==> src/hw/rtl/jsu_pkg.sv <==
`default_nettype none

package jsu_pkg;

    localparam int LENGTH_BITS = 16;
    localparam int QDEPTH      = 4;
    localparam int QPTR_W      = $clog2(QDEPTH);
    localparam int QCNT_W      = $clog2(QDEPTH + 1);

    localparam logic [1:0] CMD_BEGIN = 2'd0;
    localparam logic [1:0] CMD_BYTE  = 2'd1;
    localparam logic [1:0] CMD_END   = 2'd2;

    localparam logic [1:0] KIND_DATA  = 2'd0;
    localparam logic [1:0] KIND_DONE  = 2'd1;
    localparam logic [1:0] KIND_ERROR = 2'd2;

    localparam logic [2:0] ERR_NONE      = 3'd0;
    localparam logic [2:0] ERR_NO_QUOTE  = 3'd1;
    localparam logic [2:0] ERR_CONTROL   = 3'd2;
    localparam logic [2:0] ERR_ESCAPE    = 3'd3;
    localparam logic [2:0] ERR_HEX       = 3'd4;
    localparam logic [2:0] ERR_SURROGATE = 3'd5;

    // results caused by one accepted beat
    typedef struct packed {
        logic [2:0]             n;
        logic [1:0]             kind;
        logic [2:0]             err;
        logic [3:0][7:0]        bytes;
        logic [LENGTH_BITS-1:0] base;
    } jsu_job_t;

    typedef struct packed {
        logic [2:0]      n;
        logic [3:0][7:0] bytes;
    } jsu_utf8_t;

    // {valid, nibble}
    function automatic logic [4:0] hex_val(input logic [7:0] c);
        logic [4:0] r;
        r = 5'd0;
        if (c >= 8'h30 && c <= 8'h39) begin
            r = {1'b1, 4'(c - 8'h30)};
        end else if (c >= 8'h61 && c <= 8'h66) begin
            r = {1'b1, 4'(c - 8'h57)};
        end else if (c >= 8'h41 && c <= 8'h46) begin
            r = {1'b1, 4'(c - 8'h37)};
        end
        return r;
    endfunction

    function automatic jsu_utf8_t utf8_enc(input logic [20:0] cp);
        jsu_utf8_t r;
        r = '0;
        if (cp <= 21'h7F) begin
            r.n        = 3'd1;
            r.bytes[0] = cp[7:0];
        end else if (cp <= 21'h7FF) begin
            r.n        = 3'd2;
            r.bytes[0] = {3'b110, cp[10:6]};
            r.bytes[1] = {2'b10, cp[5:0]};
        end else if (cp <= 21'hFFFF) begin
            r.n        = 3'd3;
            r.bytes[0] = {4'b1110, cp[15:12]};
            r.bytes[1] = {2'b10, cp[11:6]};
            r.bytes[2] = {2'b10, cp[5:0]};
        end else begin
            r.n        = 3'd4;
            r.bytes[0] = {5'b11110, cp[20:18]};
            r.bytes[1] = {2'b10, cp[17:12]};
            r.bytes[2] = {2'b10, cp[11:6]};
            r.bytes[3] = {2'b10, cp[5:0]};
        end
        return r;
    endfunction

    // saturating add of a small count
    function automatic logic [LENGTH_BITS-1:0] len_add(input logic [LENGTH_BITS-1:0] len,
                                                       input logic [2:0] n);
        logic [LENGTH_BITS:0] s;
        s = {1'b0, len} + {{(LENGTH_BITS-2){1'b0}}, n};
        return s[LENGTH_BITS] ? {LENGTH_BITS{1'b1}} : s[LENGTH_BITS-1:0];
    endfunction

    // clamp to the 16-bit result field
    function automatic logic [15:0] len_out(input logic [LENGTH_BITS-1:0] len);
        logic [LENGTH_BITS+15:0] w;
        w = {16'd0, len};
        return (w > (LENGTH_BITS+16)'(16'hFFFF)) ? 16'hFFFF : w[15:0];
    endfunction

endpackage

`default_nettype wire

==> src/hw/rtl/jsu_front.sv <==
`default_nettype none

module jsu_front (
    input  wire logic             aclk,
    input  wire logic             aresetn,
    input  wire logic             in_valid,
    input  wire logic             q_full,
    input  wire logic [1:0]       in_cmd,
    input  wire logic [7:0]       in_byte,
    output logic                  in_ready,
    output logic                  q_push,
    output jsu_pkg::jsu_job_t     q_job
);
    import jsu_pkg::*;

    localparam logic [3:0] MODE_IDLE  = 4'd0;
    localparam logic [3:0] MODE_TEXT  = 4'd1;
    localparam logic [3:0] MODE_ESC   = 4'd2;
    localparam logic [3:0] MODE_HIHEX = 4'd3;
    localparam logic [3:0] MODE_SURBS = 4'd4;
    localparam logic [3:0] MODE_SURU  = 4'd5;
    localparam logic [3:0] MODE_LOHEX = 4'd6;
    localparam logic [3:0] MODE_HOLD  = 4'd7;

    logic [3:0]             mode_reg, mode_next;
    logic [15:0]            hex_reg, hex_next;
    logic [2:0]             digits_reg, digits_next;
    logic [9:0]             hi_reg, hi_next;
    logic [LENGTH_BITS-1:0] len_reg, len_next;

    logic       accept;
    logic [4:0] hv;
    logic [15:0] new_hex;
    logic [2:0] nd;
    logic [20:0] cp;
    jsu_utf8_t  enc;
    jsu_job_t   job;

    assign in_ready = !q_full;
    assign accept   = in_valid && in_ready;
    assign hv       = hex_val(in_byte);
    assign new_hex  = {hex_reg[11:0], hv[3:0]};
    assign nd       = digits_reg + 3'd1;
    // low escape combines with the stored high half into a supplementary code point
    assign cp       = (mode_reg == MODE_LOHEX)
                      ? (21'h10000 + {1'b0, hi_reg, new_hex[9:0]})
                      : {5'd0, new_hex};
    assign enc      = utf8_enc(cp);

    always_comb begin
        mode_next   = mode_reg;
        hex_next    = hex_reg;
        digits_next = digits_reg;
        hi_next     = hi_reg;
        len_next    = len_reg;
        job         = '0;
        job.base    = len_reg;

        if (accept) begin
            unique case (in_cmd)
                CMD_BEGIN: begin
                    mode_next   = MODE_TEXT;
                    hex_next    = '0;
                    digits_next = '0;
                    hi_next     = '0;
                end
                CMD_BYTE: begin
                    unique case (mode_reg)
                        MODE_TEXT: begin
                            if (in_byte == 8'h22) begin
                                job.n     = 3'd1;
                                job.kind  = KIND_DONE;
                                mode_next = MODE_IDLE;
                            end else if (in_byte == 8'h5C) begin
                                mode_next = MODE_ESC;
                            end else if (in_byte < 8'h20) begin
                                job.n     = 3'd1;
                                job.kind  = KIND_ERROR;
                                job.err   = ERR_CONTROL;
                                mode_next = MODE_IDLE;
                            end else begin
                                job.n        = 3'd1;
                                job.bytes[0] = in_byte;
                            end
                        end
                        MODE_ESC: begin
                            mode_next = MODE_TEXT;
                            job.n     = 3'd1;
                            unique case (in_byte)
                                8'h5C, 8'h22, 8'h2F: job.bytes[0] = in_byte;
                                8'h62: job.bytes[0] = 8'h08;
                                8'h66: job.bytes[0] = 8'h0C;
                                8'h6E: job.bytes[0] = 8'h0A;
                                8'h72: job.bytes[0] = 8'h0D;
                                8'h74: job.bytes[0] = 8'h09;
                                8'h75: begin
                                    job.n       = 3'd0;
                                    mode_next   = MODE_HIHEX;
                                    hex_next    = '0;
                                    digits_next = '0;
                                end
                                default: begin
                                    job.kind  = KIND_ERROR;
                                    job.err   = ERR_ESCAPE;
                                    mode_next = MODE_IDLE;
                                end
                            endcase
                        end
                        MODE_HIHEX: begin
                            if (!hv[4]) begin
                                job.n     = 3'd1;
                                job.kind  = KIND_ERROR;
                                job.err   = ERR_HEX;
                                mode_next = MODE_IDLE;
                            end else begin
                                hex_next    = new_hex;
                                digits_next = nd;
                                if (nd == 3'd4) begin
                                    digits_next = '0;
                                    if (new_hex >= 16'hD800 && new_hex <= 16'hDBFF) begin
                                        hi_next   = new_hex[9:0];
                                        mode_next = MODE_SURBS;
                                    end else if (new_hex >= 16'hDC00 && new_hex <= 16'hDFFF) begin
                                        job.n     = 3'd1;
                                        job.kind  = KIND_ERROR;
                                        job.err   = ERR_SURROGATE;
                                        mode_next = MODE_IDLE;
                                    end else begin
                                        job.n     = enc.n;
                                        job.bytes = enc.bytes;
                                        mode_next = MODE_TEXT;
                                    end
                                end
                            end
                        end
                        MODE_SURBS, MODE_SURU: begin
                            if (mode_reg == MODE_SURBS && in_byte == 8'h5C) begin
                                mode_next = MODE_SURU;
                            end else if (mode_reg == MODE_SURU && in_byte == 8'h75) begin
                                mode_next   = MODE_LOHEX;
                                hex_next    = '0;
                                digits_next = '0;
                            end else begin
                                job.n     = 3'd1;
                                job.kind  = KIND_ERROR;
                                job.err   = ERR_SURROGATE;
                                mode_next = MODE_IDLE;
                            end
                        end
                        MODE_LOHEX: begin
                            digits_next = nd;
                            if (!hv[4]) begin
                                // a bad digit is held until the fourth digit position
                                if (nd >= 3'd4) begin
                                    job.n     = 3'd1;
                                    job.kind  = KIND_ERROR;
                                    job.err   = ERR_HEX;
                                    mode_next = MODE_IDLE;
                                end else begin
                                    mode_next = MODE_HOLD;
                                end
                            end else begin
                                hex_next = new_hex;
                                if (nd >= 3'd4) begin
                                    digits_next = '0;
                                    if (new_hex < 16'hDC00 || new_hex > 16'hDFFF) begin
                                        job.n     = 3'd1;
                                        job.kind  = KIND_ERROR;
                                        job.err   = ERR_SURROGATE;
                                        mode_next = MODE_IDLE;
                                    end else begin
                                        job.n     = enc.n;
                                        job.bytes = enc.bytes;
                                        mode_next = MODE_TEXT;
                                    end
                                end
                            end
                        end
                        MODE_HOLD: begin
                            digits_next = nd;
                            if (nd >= 3'd4) begin
                                job.n     = 3'd1;
                                job.kind  = KIND_ERROR;
                                job.err   = ERR_HEX;
                                mode_next = MODE_IDLE;
                            end
                        end
                        default: ;
                    endcase
                end
                CMD_END: begin
                    job.n    = 3'd1;
                    job.kind = KIND_ERROR;
                    unique case (mode_reg)
                        MODE_TEXT:  job.err = ERR_NO_QUOTE;
                        MODE_ESC:   job.err = ERR_ESCAPE;
                        MODE_HIHEX: job.err = (digits_reg == 3'd0) ? ERR_ESCAPE : ERR_HEX;
                        MODE_SURBS, MODE_SURU, MODE_LOHEX, MODE_HOLD: job.err = ERR_SURROGATE;
                        default: job.n = 3'd0;
                    endcase
                    mode_next = MODE_IDLE;
                end
                default: ;
            endcase

            if (in_cmd == CMD_BEGIN) begin
                len_next = '0;
            end else if (job.kind == KIND_DATA) begin
                len_next = len_add(len_reg, job.n);
            end
            if (mode_next == MODE_IDLE) begin
                digits_next = '0;
            end
        end
    end

    assign q_push = accept && (job.n != 3'd0);
    assign q_job  = job;

    always_ff @(posedge aclk) begin
        if (!aresetn) begin
            mode_reg   <= MODE_IDLE;
            hex_reg    <= '0;
            digits_reg <= '0;
            hi_reg     <= '0;
            len_reg    <= '0;
        end else begin
            mode_reg   <= mode_next;
            hex_reg    <= hex_next;
            digits_reg <= digits_next;
            hi_reg     <= hi_next;
            len_reg    <= len_next;
        end
    end

endmodule

`default_nettype wire

==> src/hw/rtl/jsu_queue.sv <==
`default_nettype none

module jsu_queue (
    input  wire logic              aclk,
    input  wire logic              aresetn,
    input  wire logic              push,
    input  wire jsu_pkg::jsu_job_t push_job,
    input  wire logic              pop,
    output logic                   full,
    output logic                   empty,
    output jsu_pkg::jsu_job_t      head_job
);
    import jsu_pkg::*;

    jsu_job_t          mem_reg [QDEPTH];
    logic [QPTR_W-1:0] wr_ptr_reg, wr_ptr_next;
    logic [QPTR_W-1:0] rd_ptr_reg, rd_ptr_next;
    logic [QCNT_W-1:0] cnt_reg, cnt_next;
    logic              do_push, do_pop;

    assign full     = (cnt_reg == QCNT_W'(QDEPTH));
    assign empty    = (cnt_reg == '0);
    assign do_push  = push && !full;
    assign do_pop   = pop && !empty;
    assign head_job = mem_reg[rd_ptr_reg];

    always_comb begin
        wr_ptr_next = do_push ? wr_ptr_reg + QPTR_W'(1) : wr_ptr_reg;
        rd_ptr_next = do_pop ? rd_ptr_reg + QPTR_W'(1) : rd_ptr_reg;
        cnt_next    = cnt_reg;
        if (do_push && !do_pop) begin
            cnt_next = cnt_reg + QCNT_W'(1);
        end else if (do_pop && !do_push) begin
            cnt_next = cnt_reg - QCNT_W'(1);
        end
    end

    always_ff @(posedge aclk) begin
        if (do_push) begin
            mem_reg[wr_ptr_reg] <= push_job;
        end
    end

    always_ff @(posedge aclk) begin
        if (!aresetn) begin
            wr_ptr_reg <= '0;
            rd_ptr_reg <= '0;
            cnt_reg    <= '0;
        end else begin
            wr_ptr_reg <= wr_ptr_next;
            rd_ptr_reg <= rd_ptr_next;
            cnt_reg    <= cnt_next;
        end
    end

endmodule

`default_nettype wire

==> src/hw/rtl/jsu_back.sv <==
`default_nettype none

module jsu_back (
    input  wire logic              aclk,
    input  wire logic              aresetn,
    input  wire logic              q_empty,
    input  wire jsu_pkg::jsu_job_t q_head,
    output logic                   q_pop,
    output logic                   out_valid,
    input  wire logic              out_ready,
    output logic [1:0]             out_kind,
    output logic [7:0]             out_byte,
    output logic [2:0]             out_err,
    output logic [15:0]            out_len,
    output logic                   out_last
);
    import jsu_pkg::*;

    logic        valid_reg, valid_next;
    logic [1:0]  idx_reg, idx_next;
    logic [1:0]  kind_reg;
    logic [7:0]  byte_reg;
    logic [2:0]  err_reg;
    logic [15:0] len_reg;
    logic        last_reg;

    logic        load;
    logic        is_last;
    logic [2:0]  idx_plus;

    assign load     = !q_empty && (!valid_reg || out_ready);
    assign idx_plus = {1'b0, idx_reg} + 3'd1;
    assign is_last  = (idx_plus == q_head.n);
    assign q_pop    = load && is_last;

    always_comb begin
        valid_next = valid_reg;
        idx_next   = idx_reg;
        if (load) begin
            valid_next = 1'b1;
            idx_next   = is_last ? 2'd0 : idx_reg + 2'd1;
        end else if (out_ready) begin
            valid_next = 1'b0;
        end
    end

    always_ff @(posedge aclk) begin
        if (!aresetn) begin
            valid_reg <= 1'b0;
            idx_reg   <= '0;
        end else begin
            valid_reg <= valid_next;
            idx_reg   <= idx_next;
        end
    end

    always_ff @(posedge aclk) begin
        if (load) begin
            kind_reg <= q_head.kind;
            byte_reg <= q_head.bytes[idx_reg];
            err_reg  <= q_head.err;
            last_reg <= is_last;
            // data beats count themselves, completion and errors report the running total
            len_reg  <= (q_head.kind == KIND_DATA) ? len_out(len_add(q_head.base, idx_plus))
                                                   : len_out(q_head.base);
        end
    end

    assign out_valid = valid_reg;
    assign out_kind  = kind_reg;
    assign out_byte  = byte_reg;
    assign out_err   = err_reg;
    assign out_len   = len_reg;
    assign out_last  = last_reg;

endmodule

`default_nettype wire

==> src/hw/rtl/json_string_unescape_utf8.sv <==
// JSON string body decoder, unescaping to UTF-8.
// Input stream: s_tuser carries the command (begin string after the opening
// quote, text byte, end of text), s_tdata the raw text byte. One beat may be
// accepted every cycle; s_tready drops only when the four-entry queue between
// the decoder and the output sequencer is full.
// Output stream: one beat per result. m_tuser is the kind (data byte, string
// complete, error), m_tdata packs the decoded byte, error code and the
// saturating decoded length; m_tlast marks the final result of an input beat.
// Path: the decoder is combinational; each result is written into the queue, then
// loaded into the output register. Throughput: one input beat and one output beat
// per cycle while the queue is not full and m_tready is high; a \u escape that decodes
// to 2..4 UTF-8 bytes takes one output beat per byte, paid for by its escape characters.
// Reset (aresetn low, synchronous) closes any open string and empties the
// queue and output register. When m_tready is low the output beat holds, the
// queue fills, and s_tready falls once it is full.
`default_nettype none

module json_string_unescape_utf8 (
    input  wire logic        aclk,
    input  wire logic        aresetn,
    input  wire logic        s_tvalid,
    output logic             s_tready,
    input  wire logic [7:0]  s_tdata,   // [7:0] data_byte
    input  wire logic [1:0]  s_tuser,   // [1:0] cmd
    output logic             m_tvalid,
    input  wire logic        m_tready,
    output logic [31:0]      m_tdata,   // [7:0] out_byte, [10:8] error_code, [26:11] string_length
    output logic [1:0]       m_tuser,   // [1:0] out_kind
    output logic             m_tlast    // last_of_run
);
    import jsu_pkg::*;

    logic     q_push, q_pop, q_full, q_empty;
    jsu_job_t q_job, q_head;
    logic [7:0]  out_byte;
    logic [2:0]  out_err;
    logic [15:0] out_len;

    jsu_front u_front (
        .aclk     (aclk),
        .aresetn  (aresetn),
        .in_valid (s_tvalid),
        .q_full   (q_full),
        .in_cmd   (s_tuser),
        .in_byte  (s_tdata),
        .in_ready (s_tready),
        .q_push   (q_push),
        .q_job    (q_job)
    );

    jsu_queue u_queue (
        .aclk     (aclk),
        .aresetn  (aresetn),
        .push     (q_push),
        .push_job (q_job),
        .pop      (q_pop),
        .full     (q_full),
        .empty    (q_empty),
        .head_job (q_head)
    );

    jsu_back u_back (
        .aclk      (aclk),
        .aresetn   (aresetn),
        .q_empty   (q_empty),
        .q_head    (q_head),
        .q_pop     (q_pop),
        .out_valid (m_tvalid),
        .out_ready (m_tready),
        .out_kind  (m_tuser),
        .out_byte  (out_byte),
        .out_err   (out_err),
        .out_len   (out_len),
        .out_last  (m_tlast)
    );

    assign m_tdata = {5'd0, out_len, out_err, out_byte};

endmodule

`default_nettype wire

==> config.mk <==
export PLATFORM = sky130hd
export DESIGN_NAME = json_string_unescape_utf8
export DESIGN_NICKNAME = d
export VERILOG_FILES = /design/src/hw/rtl/jsu_pkg.sv /design/src/hw/rtl/jsu_front.sv /design/src/hw/rtl/jsu_queue.sv /design/src/hw/rtl/jsu_back.sv /design/src/hw/rtl/json_string_unescape_utf8.sv
export SDC_FILE = /design/constraint.sdc
export NUM_CORES = 1
export LEC_CHECK = 0
export BUFFER_PORTS_ARGS = -buffer_cell sky130_fd_sc_hd__buf_4
export CORE_MARGIN = 2
export CORE_UTILIZATION = 62
export CTS_CLUSTER_SIZE = 16
export DETAILED_ROUTE_END_ITERATION = 16
export PLACE_DENSITY = 0.8
export SLEW_MARGIN = 5
export SYNTH_ARGS = -nofsm -noshare
export SYNTH_HDL_FRONTEND = slang
export SYNTH_SLANG_ARGS = --single-unit
==> constraint.sdc <==
create_clock -name aclk -period 6.7 [get_ports aclk]
set_clock_uncertainty 0.2 [all_clocks]
set_input_delay 1.34 -clock aclk [delete_from_list [all_inputs] [get_ports aclk]]
set_output_delay 1.34 -clock aclk [all_outputs]
set_load 0.02 [all_outputs]
Yosys cells after proc, flatten, opt, wreduce, memory -nomap -nowiden

Memory sizes are Yosys's and may differ from the RTL's. A register that Yosys moved wholly into a read port is not among the register bits.
Index checks and enable logic that the tools add are counted.

Register bits after elaboration: 85
Memory bits (writable): 224
Output and inout port bits: 37
Memories kept: 1

Memories:

| name            | depth | width | read ports | clocked after memory_dff | wr ports | RTL line        | source |
|---|---|---|---|---|---|---|---|
| u_queue.mem_reg | 4     | 56    | 1          | 1                        | 1        | jsu_queue.sv:15 | `jsu_job_t mem_reg [QDEPTH];` |

Add/subtract/negate cells: 13
Magnitude comparators: 18
Equal/unequal tests: 35
Muxes and demuxes: 107
Reduce and logical (&&, ||, !) cells: 45

Operators by type and width:

| operator                                               | count |
|---|---|
| two-way mux 32 bit                                     | 5 |
| two-way mux 40 bit                                     | 4 |
| two-way mux 16 bit                                     | 8 |
| case mux 8 bit (6 select lines)                        | 2 |
| two-way mux 8 bit                                      | 10 |
| two-way mux 24 bit                                     | 3 |
| two-way mux 3 bit                                      | 19 |
| equality test 8 x 7 -> 1 bit (second input constant)   | 7 |
| two-way mux 12 bit                                     | 4 |
| case mux 24 bit (2 select lines)                       | 1 |
| two-way mux 4 bit                                      | 11 |
| two-way mux 10 bit                                     | 4 |
| two-way mux 5 bit                                      | 8 |
| case mux 12 bit (3 select lines)                       | 1 |
| adder 16 x 3 -> 17 bit                                 | 2 |
| >= comparator 16 bit (second input constant)           | 2 |
| <= comparator 16 bit (second input constant)           | 2 |
| case mux 8 bit (4 select lines)                        | 1 |
| case mux 12 bit (2 select lines)                       | 1 |
| case mux 4 bit (6 select lines)                        | 1 |
| two-way mux 22 bit                                     | 1 |
| adder 17 x 20 -> 21 bit (first input constant)         | 1 |
| <= comparator 21 x 11 -> 1 bit (second input constant) | 1 |
| <= comparator 21 x 16 -> 1 bit (second input constant) | 1 |
| 60 further kinds                                       | 118 |

Depth between registers and ports, before layout

Depth in word-level cells: 29
Gate-level depth with buffers: 19
Depth with buffers taken out: 19

By module

A second synthesis with hierarchy kept.

Cells, all modules: 1,086
Area, all modules: 14,760.4 um^2

By module, submodules not included:

| module                    | times used | cells each | area each (um^2) | seq. area each (um^2) |
|---|---|---|---|---|
| jsu_queue                 | 1          | 340        | 8,598.2          | 6,906.6 |
| jsu_front                 | 1          | 597        | 4,321.6          | 900.9 |
| jsu_back                  | 1          | 143        | 1,799.2          | 960.9 |
| json_string_unescape_utf8 | 1          | 6          | 41.3             | 0.0 |

Worst setup path after synthesis

OpenSTA, ideal clock, no wires.

Kind: input to register
Start: input port s_tdata[0]
End: memory u_queue.mem_reg[0][0] (netlist name) (enable)
Library setup time: 0.416 ns
Data arrival time: 4.553 ns
Required time: 6.084 ns
Path slack: 1.531 ns
Stages on the path: 9
Path buffers: 0
Cell sequence: inv_1 ha_1 nor3b_1 a2111oi_4 o211a_2 o311ai_1 and3_1 a221oi_4 and2_1

Longest elaborated chain between the ends: 24
Elaborated cells on any way between the ends: 58
Classes of those cells: 4 x add/sub; 15 x order compare; 3 x eq/ne; 25 x mux; 11 x reduce/logical

RTL lines:

| element                                                                      | RTL line                        | source |
|---|---|---|
| from (decl)                                                                  | json_string_unescape_utf8.sv:23 | `input wire logic [7:0] s_tdata,` |
| >= comparator 8 x 7 -> 1 bit or <= comparator 8 x 7 -> 1 bit (tied branches) | jsu_pkg.sv:47                   | `end else if (c >= 8'h41 && c <= 8'h46) begin` |
| logical AND 1 bit                                                            | jsu_pkg.sv:47                   |  |
| two-way mux 5 bit                                                            | jsu_pkg.sv:47                   |  |
| two-way mux 5 bit                                                            | jsu_pkg.sv:45                   | `end else if (c >= 8'h61 && c <= 8'h66) begin` |
| two-way mux 5 bit                                                            | jsu_pkg.sv:43                   | `if (c >= 8'h30 && c <= 8'h39) begin` |
| adder 17 x 20 -> 21 bit                                                      | jsu_front.sv:46                 | `? (21'h10000 + {1'b0, hi_reg, new_hex[9:0]})` |
| two-way mux 21 bit                                                           | jsu_front.sv:46                 |  |
| <= comparator 21 x 16 -> 1 bit                                               | jsu_pkg.sv:63                   | `end else if (cp <= 21'hFFFF) begin` |
| (+9 left out)                                                                | --                              |  |
| two-way mux 8 bit (*)                                                        | jsu_front.sv:59                 | `if (accept) begin` |
| two-way mux 40 bit (*)                                                       | jsu_front.sv:59                 |  |
| nonzero test 3 bit (*)                                                       | jsu_front.sv:217                | `assign q_push = accept && (job.n != 3'd0);` |
| logical AND 1 bit (*)                                                        | jsu_front.sv:217                |  |
| logical AND 1 bit (*)                                                        | jsu_queue.sv:23                 | `assign do_push = push && !full;` |
| net u_queue.do_push                                                          | jsu_queue.sv:19                 | `logic do_push, do_pop;` |
| two-way mux 1 bit (*)                                                        | jsu_queue.sv:39                 | `if (do_push) begin` |
| two-way mux 1 bit (implied by the code) (*)                                  | jsu_queue.sv:40                 | `mem_reg[wr_ptr_reg] <= push_job;` |
| to (decl)                                                                    | jsu_queue.sv:15                 |  |

The timed path passes the listed nets; every way through them passes the cells marked *. The select of a mux whose other input is x is not followed.

Worst setup path after layout

Start: register u_front.mode_reg[2]
End: register u_front.len_reg[10]

Longest elaborated chain between the ends: 17
Elaborated cells on any way between the ends: 38
Classes of those cells: 1 x add/sub; 3 x order compare; 7 x eq/ne; 20 x mux; 7 x reduce/logical

RTL lines:

| element                             | RTL line                                           | source |
|---|---|---|
| from (decl)                         | jsu_front.sv:25                                    | `logic [3:0] mode_reg, mode_next;` |
| from (signal assigned)              | jsu_front.sv:228                                   | `mode_reg <= mode_next;` |
| equality test 4 x 3 -> 1 bit        | jsu_front.sv:45, jsu_front.sv:68, jsu_front.sv:194 |  |
| two-way mux 21 bit                  | jsu_front.sv:46                                    |  |
| <= comparator 21 x 16 -> 1 bit      | jsu_pkg.sv:63                                      |  |
| two-way mux 3 bit                   | jsu_pkg.sv:63                                      |  |
| two-way mux 3 bit                   | jsu_pkg.sv:59                                      | `end else if (cp <= 21'h7FF) begin` |
| two-way mux 3 bit                   | jsu_pkg.sv:56                                      | `if (cp <= 21'h7F) begin` |
| two-way mux 3 bit                   | jsu_front.sv:123                                   | `end else if (new_hex >= 16'hDC00 && new_hex <= 16'hDFFF) begin` |
| two-way mux 40 bit                  | jsu_front.sv:120                                   | `if (new_hex >= 16'hD800 && new_hex <= 16'hDBFF) begin` |
| two-way mux 40 bit                  | jsu_front.sv:118                                   | `if (nd == 3'd4) begin` |
| two-way mux 8 bit                   | jsu_front.sv:110                                   | `if (!hv[4]) begin` |
| case mux 8 bit (6 select lines)     | jsu_front.sv:68                                    | `unique case (mode_reg)` |
| case mux 8 bit (2 select lines) (*) | jsu_front.sv:60                                    | `unique case (in_cmd)` |
| two-way mux 8 bit (*)               | jsu_front.sv:59                                    |  |
| adder 16 x 3 -> 17 bit              | jsu_pkg.sv:82                                      | `s = {1'b0, len} + {{(LENGTH_BITS-2){1'b0}}, n};` |
| two-way mux 16 bit                  | jsu_pkg.sv:83                                      | `return s[LENGTH_BITS] ? {LENGTH_BITS{1'b1}} : s[LENGTH_BITS-1:0];` |
| two-way mux 16 bit                  | jsu_front.sv:208                                   | `end else if (job.kind == KIND_DATA) begin` |
| two-way mux 16 bit                  | jsu_front.sv:206                                   | `if (in_cmd == CMD_BEGIN) begin` |
| to (signal assigned)                | jsu_front.sv:232                                   | `len_reg <= len_next;` |
| to (decl)                           | jsu_front.sv:29                                    | `logic [LENGTH_BITS-1:0] len_reg, len_next;` |

Mark *: on every way between the ends. The rest lies on a longest branch, timed or not. The select of a mux whose other input is x is not followed.
A chain may end at the register's enable or synchronous reset.

==> metrics.md <==
| Metric | Value |
|---|---|
| Routed wire per std cell | `22.59 um` |
| Drt pass-1 iters | `6` |
| Crit. End Element | `flip-flop` |
| Mapped Area | `14240 um^2` |
| Initial DRC count | `1121` |
| Leakage | `0.005252 uW` |
| Largest net degree at the start of global routing | `54` |
| MaxCap Viol Count | `0` |
| Layout cells sized above 1 | `0.1765` |
| Worst EP arrival | `5.43 ns` |
| CP Class | `reg -> reg` |
| Nets@finish | `1170` |
| Worst-path fanout max | `23` |
| Clk Latency, worst-skew pair | `0.54 ns` |
| Status | `complete, no violations` |
| Comb pwr share | `0.042` |
| CTS max path bufs | `3` |
| Via/cell ratio | `6.566` |
| Slew Limit Fails | `0` |
| Commonest cells after routing, fill and taps aside | `242 x edfxtp_1, 99 x nand2_1, 74 x nor2_1` |
| Post-synth cell types | `93` |
| Switching share of power | `0.2109` |
| Final ANT Viol Nets | `0` |
| Top_reg_cell synth | `edfxtp_1` |
| Final wirelength | `32420 um` |
| Crit. Startpoint | `u_front.mode_reg[2]$_SDFFE_PN0P_` |
| Post-layout util | `0.6993` |
| Clock-pin slew on the worst setup and hold paths | `0.07 ns` |
| Detail Placement HPWL | `20810 um` |
| Reg power frac | `0.533` |
| Yosys warns | `0` |
| Initial Utilization | `0.6308` |
| Post CTS Setup Buffer Count | `0` |
| Most common cell after layout, fill and taps aside | `edfxtp_1` |
| Initial antenna violation count | `0` |
| Global-route wire length before repair | `51150 um` |
| CP required | `6.90 ns` |
| Seq/Total Area, Yosys | `0.5906` |
| Vias | `9422` |
| Min-delay src | `u_front.digits_reg[0]$_SDFFE_PN0P_` |
| Final Hold Viols | `0` |
| H-tree depth | `1` |
| VDD IR max | `172.6 uV` |
| # IOs | `51` |
| Post-CTS Resized | `0` |
| IO buf count | `45` |
| Sw Pwr | `787.5 uW` |
| Row count | `55` |
| Remaining Overflow, GRT | `0` |
| Placer congestion estimate | `0.9650` |
| Power share of the clock group | `0.425` |
| Tmin final | `5.232 ns` |
| Synthesis-stage register bit count | `299` |
| Mapped Cells | `1085` |
| Drt drc | `0` |
| Ys async rst share | `0` |
| EDFF count, synth | `242` |
| Final setup TNS | `0 ns` |
| Worst-Margin Slew | `1.179 ns` |
| Area added between synthesis and finish | `10.87%` |
| Root buf cell | `clkbuf_16` |
| Hold-fix buffers, CTS | `0` |
| Worst slack, placed | `1.052 ns` |
| Die X-Extent | `155.5 um` |
| Max frequency | `191.1 MHz` |
| CTS tree | `built` |
| Relative slew margins | `0.2143` |
| Tightest Hold Check Type | `reg -> reg` |
| Global-route usage over all layers | `0.2727` |
| Startpoint class of the critical path | `flip-flop` |
| Pwr/cell area | `236.6 nW/um^2` |
| Max reg flops | `212` |
| Core box area | `22570 um^2` |
| Pint | `2946 uW` |
| Post-route setup slack | `1.468 ns` |
| Ant. Diodes | `0` |
| Vias in the first global route | `9238` |
| RR Startpoint | `u_front.mode_reg[2]$_SDFFE_PN0P_` |
| # setup viols final | `0` |
| Mean Syn Cell Area | `13.12 um^2` |
| Clock Sinks | `299` |
| Die ar. | `24190 um^2` |
| CTS buffer count | `29` |
| Die Ht | `155.5 um` |
| Final worst-path cycle share | `0.7809` |
| RSZ-0062 raised after global routing | `no` |
==> kinds of logic (layout without fill, tap and decap cells) <==
| group | Yosys count | in the layout | synth area share |
|---|---|---|---|
| buffers and inverters | 97 | 158 | 0.02935 |
| adders and majority gates | 28 | 28 | 0.02619 |
| DFF | 299 | 299 | 0.5906 |
| and+or+nand+nor | 348 | 348 | 0.1253 |
| muxes | 72 | 72 | 0.1027 |
| xor gates and xnor gates | 24 | 24 | 0.01476 |
| AOI/OAI and AO/OA | 216 | 216 | 0.1108 |
| other | 1 | 5 | 0.0002634 |
==> layer usage <==
layer,GRT usage,vias to the layer above,wire [um]
met1,0.3836,4571,13060
met3,0.05000,94,3039
met2,0.4467,504,15400
li1,-,4253,-
met4,0.07077,0,914
met5,0,-,0
==> power groups by stage <==
stage,clock [uW],sequential [uW],combinational [uW]
after floorplan,0,2030,106
after global placement,0,2030,149
after detailed placement,0,2030,151
after CTS,1600,1990,153
after global routing,1670,1990,168
final,1590,1990,155
==> critical path: stages (launching register included) <==
cell and delay (ns):
dfxtp_1 0.31, buf_4 0.24, and4bb_2 0.49, nand2_1 0.15
o22ai_1 0.91, a21oi_1 0.18, o32ai_1 0.50, a21oi_1 0.12
o21a_1 0.21, ha_1 0.19, inv_1 0.07, fa_1 0.19
inv_1 0.04, a21oi_1 0.31, nor4_1 0.11, nand2_1 0.25
nand2_1 0.09, nor2_1 0.31, a311oi_1 0.18
==> final timing paths <==
kind / endpoint / slack, ns / cells past startpoint
max: u_front.len_reg[10]$_SDFFE_PN0P_ / 1.47 / 18
min: u_front.digits_reg[0]$_SDFFE_PN0P_ / 0.28 / 2
max reg2reg: u_front.len_reg[10]$_SDFFE_PN0P_ / 1.47 / 18
min reg2reg: u_front.digits_reg[0]$_SDFFE_PN0P_ / 0.28 / 2
==> synth_stat cells, drive strengths merged (4+ instances only) <==
cell     count  share of area
nor2b       29          0.013
nand4        9         0.0040
and3        13         0.0061
and2        19         0.0083
a21boi      17         0.0090
nor3        27         0.0095
a221oi       4         0.0037
or2          7         0.0031
nor4         4         0.0018
nand2      100          0.027
nand2b       7         0.0031
edfxtp     242           0.51
a31oi       12         0.0053
dfxtp       57          0.080
xnor2       17          0.010
or3          4         0.0018
a21o         5         0.0026
a22oi       21          0.011
a211oi      11         0.0062
xor2         7         0.0043
mux4        59          0.093
o22ai        8         0.0045
o21ai       30          0.011
clkbuf      31         0.0082
nand3       32          0.011
nand4bb      4         0.0043
o311ai       4         0.0042
mux2i       10         0.0070
ha          25          0.022
o21a         4         0.0021
o2111ai      5         0.0031
nor2        75          0.020
inv         42          0.011
o211ai       5         0.0026
o32ai        5         0.0031
a21oi       46          0.016
buf         24          0.010
o31ai        8         0.0049
==> final cells by class <==
type,instances,area (um^2)
clock buffer,43,838.3
clock inverter,10,90.09
fill,1518,6787
inverter,42,157.7
multi-input combinational,693,5431
sequential,299,8413
tap,285,356.6
timing repair buffer,63,498.0
==> per-stage QoR <==
| stage | std cells | hold slack, ns | power (uW) | cell area (um^2) |
|---|---|---|---|---|
| after floorplan | 1089 | 0.2515 | 2140 | 14250 |
| after global placement | 1382 | 0.2636 | 2179 | 14860 |
| after detailed placement | 1382 | 0.2737 | 2181 | 14860 |
| after CTS | 1435 | 0.2823 | 3742 | 15790 |
| after global routing | 1435 | 0.2982 | 3824 | 15790 |
| final | 1435 | 0.2806 | 3734 | 15790 |
Note: power is estimated with default switching activity, not from simulation.
